## config.mk

```make
export PLATFORM = sky130hd
export DESIGN_NAME = button_auto_repeat_accel
export DESIGN_NICKNAME = d
export VERILOG_FILES = /design/src/design/bara_pkg.sv /design/src/design/button_auto_repeat_accel.sv
export SDC_FILE = /design/constraint.sdc
export NUM_CORES = 2
export LEC_CHECK = 0
export BUFFER_PORTS_ARGS = -buffer_cell sky130_fd_sc_hd__buf_2
export CORE_MARGIN = 4
export CORE_UTILIZATION = 45
export CTS_BUF_LIST = sky130_fd_sc_hd__clkbuf_16
export DETAILED_ROUTE_END_ITERATION = 12
export HOLD_SLACK_MARGIN = 0.12
export PLACE_DENSITY = 0.59
export SLEW_MARGIN = 10
export SYNTH_ARGS = -nofsm -noshare
export SYNTH_HDL_FRONTEND = slang
export SYNTH_SLANG_ARGS = --single-unit
```

## constraint.sdc

```tcl
create_clock -name clk_i -period 7.3 [get_ports clk_i]
set_input_delay 0.365 -clock clk_i [delete_from_list [all_inputs] [get_ports clk_i]]
set_output_delay 0.365 -clock clk_i [all_outputs]
set_load 0.005 [all_outputs]
```

## src/design/bara_pkg.sv

```systemverilog
// ----------------------------------------------------------------------------
// bara_pkg: shared types and constants for the button auto-repeat block
// Widths, register map, reset values, item mode codes and a saturating add.
// ----------------------------------------------------------------------------
package bara_pkg;

  // button and time widths
  localparam int unsigned BUTTON_COUNT = 32;
  localparam int unsigned TIME_BITS    = 16;
  localparam int unsigned ELAPSED_W    = 12;
  localparam int unsigned CFG_W        = 16;
  localparam int unsigned NUM_REGS     = 6;
  localparam int unsigned ADDR_W       = 5;
  localparam int unsigned DATA_W       = 32;

  typedef logic [BUTTON_COUNT-1:0] mask_t;
  typedef logic [TIME_BITS-1:0]    time_t;
  typedef logic [ELAPSED_W-1:0]    elapsed_t;
  typedef logic [CFG_W-1:0]        cfg_t;

  localparam time_t TIME_MAX = '1;

  // item modes
  typedef enum logic {
    MODE_TICK  = 1'b0,
    MODE_CLEAR = 1'b1
  } mode_e;

  // register index in the map (byte address is 4 * index)
  typedef enum logic [2:0] {
    REG_REPEAT_PERIOD = 3'd0,
    REG_SLOW_PERIOD   = 3'd1,
    REG_FAST_PERIOD   = 3'd2,
    REG_REPEAT_DELAY  = 3'd3,
    REG_ACCEL_DELAY   = 3'd4,
    REG_FAST_DELAY    = 3'd5
  } reg_idx_e;

  // register reset values (1/960 s units)
  localparam cfg_t RST_REPEAT_PERIOD = 16'd64;
  localparam cfg_t RST_SLOW_PERIOD   = 16'd32;
  localparam cfg_t RST_FAST_PERIOD   = 16'd16;
  localparam cfg_t RST_REPEAT_DELAY  = 16'd480;
  localparam cfg_t RST_ACCEL_DELAY   = 16'd1440;
  localparam cfg_t RST_FAST_DELAY    = 16'd2880;

  // saturating add of elapsed time onto a time value
  function automatic time_t sat_add(time_t a, elapsed_t b);
    logic [TIME_BITS:0] s;
    s = {1'b0, a} + (TIME_BITS+1)'(b);
    return s[TIME_BITS] ? TIME_MAX : s[TIME_BITS-1:0];
  endfunction

endpackage

```

## src/design/button_auto_repeat_accel.sv

```systemverilog
// ----------------------------------------------------------------------------
// button_auto_repeat_accel: auto-repeat with acceleration for 32 buttons
// Shared phase clocks, per-button saturating hold times, repeat and accel
// pulse masks per tick beat.
// ----------------------------------------------------------------------------
// Usage:
//   The input channel carries one beat per frame tick (mode tick) or a clear
//   beat (mode clear) that zeroes the hold times picked by clear_mask_i.
//   A tick beat yields one result beat with repeat_mask_o and accel_mask_o;
//   a clear beat yields none.
//   The beat is captured in an input register, the per-button logic works
//   on it there and the result lands in the output register. One beat is
//   taken every cycle while the receiver does not stall; the figure is set
//   by the joint update of the three phase clocks and the 32 parallel
//   hold time adders and compares.
//   When the receiver stalls with a result waiting, the input register
//   still holds one more beat; after that in_stall_o rises until the output
//   register drains. Clear beats pass the input register even then.
//   Reset clears the hold times, the phase clocks and the valid flags and
//   loads the registers with their defaults. The APB port is always ready;
//   write the registers only while no beat is in flight.
// ----------------------------------------------------------------------------
module button_auto_repeat_accel (
  input  logic                     clk_i,
  input  logic                     rst_ni,
  // input channel
  input  logic                     in_valid_i,
  output logic                     in_stall_o,
  input  logic                     mode_i,
  input  bara_pkg::elapsed_t       elapsed_i,
  input  bara_pkg::mask_t          held_mask_i,
  input  bara_pkg::mask_t          pressed_mask_i,
  input  bara_pkg::mask_t          clear_mask_i,
  // result channel
  output logic                     out_valid_o,
  input  logic                     out_stall_i,
  output bara_pkg::mask_t          repeat_mask_o,
  output bara_pkg::mask_t          accel_mask_o,
  // configuration port
  input  logic                     psel,
  input  logic                     penable,
  input  logic                     pwrite,
  input  logic [bara_pkg::ADDR_W-1:0] paddr,
  input  logic [bara_pkg::DATA_W-1:0] pwdata,
  output logic [bara_pkg::DATA_W-1:0] prdata,
  output logic                     pready
);
  import bara_pkg::*;

  // configuration registers
  cfg_t repeat_period_q, slow_period_q, fast_period_q;
  cfg_t repeat_delay_q, accel_delay_q, fast_delay_q;

  logic     cfg_we;
  reg_idx_e cfg_idx;

  assign pready  = 1'b1;
  assign cfg_we  = psel && penable && pwrite;
  assign cfg_idx = reg_idx_e'(paddr[ADDR_W-1:2]);

  always_ff @(posedge clk_i or negedge rst_ni) begin
    if (!rst_ni) begin
      repeat_period_q <= RST_REPEAT_PERIOD;
      slow_period_q   <= RST_SLOW_PERIOD;
      fast_period_q   <= RST_FAST_PERIOD;
      repeat_delay_q  <= RST_REPEAT_DELAY;
      accel_delay_q   <= RST_ACCEL_DELAY;
      fast_delay_q    <= RST_FAST_DELAY;
    end else if (cfg_we) begin
      unique case (cfg_idx)
        REG_REPEAT_PERIOD: repeat_period_q <= pwdata[CFG_W-1:0];
        REG_SLOW_PERIOD:   slow_period_q   <= pwdata[CFG_W-1:0];
        REG_FAST_PERIOD:   fast_period_q   <= pwdata[CFG_W-1:0];
        REG_REPEAT_DELAY:  repeat_delay_q  <= pwdata[CFG_W-1:0];
        REG_ACCEL_DELAY:   accel_delay_q   <= pwdata[CFG_W-1:0];
        REG_FAST_DELAY:    fast_delay_q    <= pwdata[CFG_W-1:0];
        default: ;
      endcase
    end
  end

  // register read back
  always_comb begin
    unique case (cfg_idx)
      REG_REPEAT_PERIOD: prdata = DATA_W'(repeat_period_q);
      REG_SLOW_PERIOD:   prdata = DATA_W'(slow_period_q);
      REG_FAST_PERIOD:   prdata = DATA_W'(fast_period_q);
      REG_REPEAT_DELAY:  prdata = DATA_W'(repeat_delay_q);
      REG_ACCEL_DELAY:   prdata = DATA_W'(accel_delay_q);
      REG_FAST_DELAY:    prdata = DATA_W'(fast_delay_q);
      default:           prdata = '0;
    endcase
  end

  // input register
  logic     s1_valid_q;
  mode_e    s1_mode_q;
  elapsed_t s1_elapsed_q;
  mask_t    s1_held_q, s1_pressed_q, s1_clear_q;

  // output register
  logic  out_valid_q;
  mask_t out_rep_q, out_acc_q;

  logic out_free, s1_adv, s1_tick, in_take;

  assign out_free   = !out_valid_q || !out_stall_i;
  assign s1_tick    = s1_valid_q && (s1_mode_q == MODE_TICK);
  // a clear beat needs no result slot
  assign s1_adv     = s1_valid_q && (out_free || (s1_mode_q == MODE_CLEAR));
  assign in_stall_o = s1_valid_q && !s1_adv;
  assign in_take    = in_valid_i && !in_stall_o;

  always_ff @(posedge clk_i or negedge rst_ni) begin
    if (!rst_ni) begin
      s1_valid_q <= 1'b0;
    end else if (in_take) begin
      s1_valid_q <= 1'b1;
    end else if (s1_adv) begin
      s1_valid_q <= 1'b0;
    end
  end

  always_ff @(posedge clk_i) begin
    if (in_take) begin
      s1_mode_q    <= mode_e'(mode_i);
      s1_elapsed_q <= elapsed_i;
      s1_held_q    <= held_mask_i;
      s1_pressed_q <= pressed_mask_i;
      s1_clear_q   <= clear_mask_i;
    end
  end

  // phase clocks
  time_t rep_clk_q, slow_clk_q, fast_clk_q;
  time_t rep_sum, slow_sum, fast_sum;
  logic  rep_fire, slow_fire, fast_fire;

  always_comb begin
    rep_sum   = sat_add(rep_clk_q, s1_elapsed_q);
    slow_sum  = sat_add(slow_clk_q, s1_elapsed_q);
    fast_sum  = sat_add(fast_clk_q, s1_elapsed_q);
    rep_fire  = rep_sum  >= TIME_BITS'(repeat_period_q);
    slow_fire = slow_sum >= TIME_BITS'(slow_period_q);
    fast_fire = fast_sum >= TIME_BITS'(fast_period_q);
  end

  always_ff @(posedge clk_i or negedge rst_ni) begin
    if (!rst_ni) begin
      rep_clk_q  <= '0;
      slow_clk_q <= '0;
      fast_clk_q <= '0;
    end else if (s1_adv && s1_tick) begin
      rep_clk_q  <= rep_fire  ? '0 : rep_sum;
      slow_clk_q <= slow_fire ? '0 : slow_sum;
      fast_clk_q <= fast_fire ? '0 : fast_sum;
    end
  end

  // per-button hold times and pulse decisions
  time_t hold_q [BUTTON_COUNT];
  time_t hold_d [BUTTON_COUNT];
  mask_t rep_d, acc_d;

  always_comb begin
    for (int i = 0; i < BUTTON_COUNT; i++) begin
      hold_d[i] = hold_q[i];
      rep_d[i]  = 1'b0;
      acc_d[i]  = 1'b0;
      if (s1_mode_q == MODE_CLEAR) begin
        if (s1_clear_q[i]) hold_d[i] = '0;
      end else if (!s1_held_q[i]) begin
        hold_d[i] = '0;
      end else begin
        hold_d[i] = sat_add(hold_q[i], s1_elapsed_q);
        rep_d[i]  = s1_pressed_q[i];
        acc_d[i]  = s1_pressed_q[i];
        // accel on slow clock, then fast clock
        if (hold_d[i] >= TIME_BITS'(accel_delay_q)) begin
          if (hold_d[i] < TIME_BITS'(fast_delay_q)) begin
            if (slow_fire) acc_d[i] = 1'b1;
          end else if (fast_fire) begin
            acc_d[i] = 1'b1;
          end
        end
        // plain repeat, accel follows it before the accel delay
        if (hold_d[i] >= TIME_BITS'(repeat_delay_q) && rep_fire) begin
          rep_d[i] = 1'b1;
          if (hold_d[i] < TIME_BITS'(accel_delay_q)) acc_d[i] = 1'b1;
        end
      end
    end
  end

  always_ff @(posedge clk_i or negedge rst_ni) begin
    if (!rst_ni) begin
      for (int i = 0; i < BUTTON_COUNT; i++) hold_q[i] <= '0;
    end else if (s1_adv) begin
      for (int i = 0; i < BUTTON_COUNT; i++) hold_q[i] <= hold_d[i];
    end
  end

  // result register
  always_ff @(posedge clk_i or negedge rst_ni) begin
    if (!rst_ni) begin
      out_valid_q <= 1'b0;
    end else if (out_free) begin
      out_valid_q <= s1_adv && s1_tick;
    end
  end

  always_ff @(posedge clk_i) begin
    if (out_free && s1_adv && s1_tick) begin
      out_rep_q <= rep_d;
      out_acc_q <= acc_d;
    end
  end

  assign out_valid_o   = out_valid_q;
  assign repeat_mask_o = out_rep_q;
  assign accel_mask_o  = out_acc_q;

endmodule

```

* Yosys cells after proc, flatten, opt, wreduce, memory -nomap -nowiden
Index checks and enable logic that the tools add are counted.
** Word-level totals
- Bits in registers :: 831
- Bits of input ports :: 153
- Output and inout port bits :: 99
- Word-level logic and storage cells :: 828
** Operators by class
- Add/subtract/negate cells :: 35
- $lt $le $gt $ge :: 131
- Eq/ne operators :: 37
- Muxes and demuxes :: 361
- Bitwise gates (word level) :: 33
- Reduce and logical (&&, ||, !) cells :: 119
** Operators by type and width (count)
- $mux 16 :: 134
- $ge 16x16->1 :: 67
- $lt 16x16->1 :: 64
- $add 16x12->17 :: 35
- $mux 1 :: 226
- $pmux 16 s6 :: 1
- $reduce_and 2->1 :: 38
- $ne 2x1->1 const B :: 32
- $reduce_or 2->1 :: 32
- $logic_and 1x1->1 :: 41
- $not 1->1 :: 33
- $eq 3x2->1 const B :: 2
- $eq 3x3->1 const B :: 2
- $logic_not 1->1 :: 4
- $eq 3x1->1 const B :: 1
- $logic_not 3->1 :: 1
- $logic_or 1x1->1 :: 2
- $reduce_bool 2->1 :: 1

* Longest topological paths before layout
- Depth after elaboration :: 9
- Gate-level depth with buffers :: 22
- Depth with buffers taken out :: 21

* Least setup slack after synthesis
No wires, ideal clock.
- Kind :: flip-flop to flip-flop
- Start :: register s1_elapsed_q[1]
- End :: register out_acc_q[10] (netlist: accel_mask_o[10]) (data pin)
- Arrival :: 6.176 ns
- Path slack :: 0.862 ns
- Stages on the path, launching flop included :: 21
- Clock period less this slack :: 6.438 ns
- Path through :: edfxtp_1 > ha_1 > a21o_1 > a21oi_1 > o21bai_1 > a21boi_1 > nor3_1 > a2111oi_0 > nand2b_1 > xor2_1 > nand2_1 > ha_1 > a21o_1 > a21o_1 > a21oi_1 > nand2_1 > a31o_2 > clkbuf_1 > clkbuf_1 > mux2i_1 > o22ai_1
** On the way
- Word-level cells in the longest chain between the ends :: 8
- Elaborated cells between the ends (all ways) :: 22
** Ends and longest elaborated chain
- start: declaration :: line button_auto_repeat_accel.sv:98 : elapsed_t s1_elapsed_q;
- start signal: assignment :: line button_auto_repeat_accel.sv:127 : s1_elapsed_q <= elapsed_i;
- $add 16x12->17 :: line bara_pkg.sv:50 : s = {1'b0, a} + (TIME_BITS+1)'(b);
- $mux 16 :: line bara_pkg.sv:51 : return s[TIME_BITS] ? TIME_MAX : s[TIME_BITS-1:0];
- $ge 16x16->1, on equally long branches :: line button_auto_repeat_accel.sv:145, button_auto_repeat_accel.sv:144
- $mux 1, on equally long branches :: line button_auto_repeat_accel.sv:182, button_auto_repeat_accel.sv:181
- $mux 1 :: line button_auto_repeat_accel.sv:180 : if (hold_d[i] < TIME_BITS'(fast_delay_q)) begin
- $mux 1 :: line button_auto_repeat_accel.sv:179 : if (hold_d[i] >= TIME_BITS'(accel_delay_q)) begin
- $mux 1 :: line button_auto_repeat_accel.sv:189 : if (hold_d[i] < TIME_BITS'(accel_delay_q)) acc_d[i] = 1'b1;
- $mux 1 * :: line button_auto_repeat_accel.sv:187 : if (hold_d[i] >= TIME_BITS'(repeat_delay_q) && rep_fire) begin
- end signal: assignment :: line button_auto_repeat_accel.sv:215 : out_acc_q <= acc_d;
- end: declaration :: line button_auto_repeat_accel.sv:103 : mask_t out_rep_q, out_acc_q;
Mark *: on every way between the ends. The rest lies on a longest branch, timed or not.
A chain may end at the register's enable or synchronous reset.

* Final worst setup path
- Start :: register s1_elapsed_q[0]
- End :: register out_acc_q[28] (netlist: accel_mask_o[28]) (data pin)
The elaborated chain is that of the path after synthesis.

==> run_results.csv <==
group,metric,value,unit
logic_synthesis,ys_seq_elements,831,
pwr,peakVddDrop,0.314,mV
timing,finClkSkew,0.0349,ns
final_layout,fillers,17800,
clock_tree,clk_pin_slew_worst_paths,0.06,ns
logic_synthesis,synth_top_cell_area_share,28.1,%
timing,rsz0062_at_grt,"no",
logic_synthesis,syn_inst,9619,
critical_path,critPathKind,"reg -> reg",
global_routing,antenna_found_initial,19,
pwr,p_leak,0.0482,uW
drt,route.detailed.drc,0,
floorplan,num_io_pins,252,
timing,setup_tns,0,ns
placed_design,gp_congestion,0.944,
clock_tree,clockRootBuffer,"clkbuf_16",
pwr,power_density,317,nW/um2
hold_path,holdCritPathClass,"in -> async",
logic_synthesis,synth_cell_types,116,
logic_synthesis,yosys.area_share.simple,14.5,%
logic_synthesis,synth_top_family_by_area,"adder cells",
drt,via_count,82800,
critical_path,worst_setup_path_start_kind,"flop",
placed_design,detailed_place_hpwl,236000,um
timing,fin_crit_sh,91.0,%
clock_tree,cts_setup_buffers,0,
logic_synthesis,synth_common_cells,"1972 x ha_1, 748 x a21oi_1, 656 x nand2_1",
critical_path,rr_startpoint,"s1_elapsed_q[0]",
timing,finalCriticalPeriod,6.64,ns
critical_path,cp_max_fo,12,
drt,wl_met1,146000,um
logic_synthesis,syn_area_per_cell,9.13,um2
logic_synthesis,netlist_area,87800,um2
floorplan,core,193000,um2
clock_tree,insertion_delay,0.79,ns
logic_synthesis,synth_area_leader_cell,"ha_1",
critical_path,cp.required,7.95,ns
drt,viasPerCell,6.53,
clock_tree,cts.hold.buffers_added,129,
floorplan,die_y,450,um
clock_tree,htree_levels,3,
logic_synthesis,synth_xor_area_share,2.89,%
timing,hold_violations,0,
drt,postRouteAntennaNets,0,
floorplan,die_w,450,um
status,status,"finished clean",
floorplan,design.die.area,202000,um2
drt,drt_wl_total,353000,um
logic_synthesis,yosys-top-cells-area,"ha_1 28%, dfrtp_1 18%, edfxtp_1 5.9%, a22o_1 4.4%, a21oi_1 4.3%",
drt,drtIter0Drc,7739,
clock_tree,clk_path_buf_depth,3,
critical_path,rr_endpoint,"accel_mask_o[28]",
drt,wl_met3,31100,um
logic_synthesis,yosysMostFrequentCell,"ha_1",
logic_synthesis,synthMuxAreaShare,0.627,%
critical_path,worstRegToRegCells,19,
timing,slew_viol_final,0,
final_layout,syn_to_final_growth,11.3,%
logic_synthesis,yosysWarningCount,0,
drt,highest_layer,"met5",
global_routing,grt_pass1_wl,517000,um
global_routing,grt_start_max_net_pins,129,
timing,setup_viol,0,
logic_synthesis,synth_adder_area_share,28.9,%
placed_design,portBuffers,216,
logic_synthesis,async_reset_ff_share,79.2,%
clock_tree,cts.sinks,831,
global_routing,grt_usage,33.7,%
clock_tree,cts_tree,"done",
logic_synthesis,synth_flop_cell,"dfrtp_1",
drt,dr.pass1.iters,6,
global_routing,grt_overflow,0,
clock_tree,cts_buffers,108,
flow_run,max-cap-violations,0,
critical_path,startpoint,"s1_elapsed_q[0]",
timing,worst_pin_slew,1.34,ns
clock_tree,cts.repair.resized,0,
critical_path,endpoint,"accel_mask_o[28]",
critical_path,crit_arrival,7.30,ns
final_layout,fin_nets,12200,
timing,clock.fmax,151,MHz
timing,whs,0.175,ns
global_routing,first_global_vias,80300,
logic_synthesis,synth_compound_area_share,26.1,%
logic_synthesis,yosysSeqAreaShare,24.7,%
drt,wl_met2,152000,um
floorplan,initial_utilization,45.4,%
critical_path,r2r_setup_slack,0.66,ns
drt,wl_per_cell,27.9,um
timing,relSlewSlack,9.74,%
floorplan,rows,161,
logic_synthesis,synth_edf_count,173,
critical_path,critPathCaptureType,"flop",
final_layout,drive_gt1_share,8.48,%
-- critical path, cell delays in order, from the launching register on --
cell and delay, ns:
edfxtp_1 0.83, ha_1 0.46, fa_1 0.42, a21o_1 0.20
a21oi_1 0.32, o21a_1 0.20, o21ai_1 0.12, a221o_1 0.43
nand2b_1 0.43, nand2b_1 0.15, ha_1 0.30, a211o_1 0.12
o2111ai_1 0.10, a21oi_1 0.17, a211o_1 0.21, a31o_2 0.85
buf_4 0.60, nor2_1 0.11, a211o_1 0.29, a21oi_1 0.13
-- worst min path at each step --
stage | end | cells after the start | start
3_5_place_dp | hold_q[40] | 1 | rst_ni
2_1_floorplan | accel_delay_q[0] | 0 | rst_ni
4_1_cts | hold_q[40] | 2 | rst_ni
5_1_grt | hold_q[40] | 2 | rst_ni
6_report | hold_q[40] | 2 | rst_ni
3_3_place_gp | hold_q[40] | 1 | rst_ni
-- final cells by class --
class / instances / area (um2) / area share (%)
multi-input cells: 8296 / 64300 / 65.8
flip-flops and latches: 831 / 21700 / 22.2
repair buffers: 506 / 3780 / 3.87
well taps: 2526 / 3160 / 3.23
clock buffers: 109 / 2730 / 2.79
inverters: 313 / 1240 / 1.27
clock inverters: 96 / 778 / 0.796
diodes: 6 / 15.0 / 0.0154
-- cells in the final DEF, fill, tap and decap left out, types with 66 or more instances in the layout --
| master | synthesis | routed |
|---|---|---|
| ha_1 | 1972 | 1972 |
| a21oi_1 | 748 | 748 |
| nand2_1 | 656 | 655 |
| dfrtp_1 | 643 | 641 |
| o21ai_0 | 624 | 624 |
| nor2_1 | 590 | 583 |
| a21o_1 | 490 | 490 |
| a22o_1 | 444 | 444 |
| inv_1 | 309 | 288 |
| nand4_1 | 247 | 247 |
| o21a_1 | 223 | 222 |
| buf_2 | 18 | 215 |
| nand3_1 | 213 | 213 |
| xnor2_1 | 193 | 193 |
| edfxtp_1 | 173 | 173 |
| nor3_1 | 169 | 167 |
| nor2b_1 | 163 | 163 |
| buf_4 | 18 | 146 |
| dlygate4sd3_1 | 0 | 129 |
| nand2b_1 | 127 | 127 |
| clkbuf_16 | 0 | 109 |
| xor2_1 | 97 | 97 |
| or2_2 | 93 | 93 |
| o21ai_1 | 94 | 90 |
| a211oi_1 | 68 | 68 |
| o21bai_1 | 66 | 66 |
| a31oi_1 | 67 | 66 |
-- report_power, final --
part           total (uW)  switching, uW  internal (uW)
Combinational       19300          12100           7270
Clock                5490           2420           3070
Sequential           6100            592           5510
Total               30900          15100          15900
-- state kept, by name (all words and copies together), names as in the netlist, 12 cells and up --
| name | count |
|---|---|
| s1_pressed_q | 32 |
| fast_period_q | 16 |
| slow_period_q | 16 |
| hold_q | 512 |
| repeat_period_q | 16 |
| s1_held_q | 32 |
| accel_delay_q | 16 |
| repeat_delay_q | 16 |
| fast_clk_q | 16 |
| slow_clk_q | 16 |
| accel_mask_o | 32 |
| repeat_mask_o | 32 |
| rep_clk_q | 16 |
| s1_clear_q | 32 |
| s1_elapsed_q | 12 |
| fast_delay_q | 16 |
-- metal layers --
layer / vias to the layer above / global-route usage, %
met5: - / 0
met4: 10 / 19.1
met2: 3744 / 52.5
met3: 1088 / 6.51
met1: 40100 / 43.7
li1: 37900 / -
-- through the flow --
step                power [uW]  instances  area (um2)  util [%]  setup slack, ns
floorplan                18600       9634       87900         -            0.862
global placement         24100      12300       92900      48.0             1.01
detailed placement       24900      12300       92900      48.0            0.856
CTS                      30600      12700       97700      50.5            0.790
global route             33300      12700       97700      50.5            0.498
finish                   30900      12700       97700      50.5            0.655
-- logic make-up (layout without fill, tap and decap cells) --
group,after synthesis,count (layout)
AO/OA/AOI/OAI,3363,3363
AND/OR/NAND/NOR,2568,2568
adder cells (fa/ha/maj),2007,2007
flip-flops,831,831
buffers and inverters,507,1024
XOR/XNOR,290,290
multiplexers,51,51
other,2,23
Power figures use the tool's default switching activity.
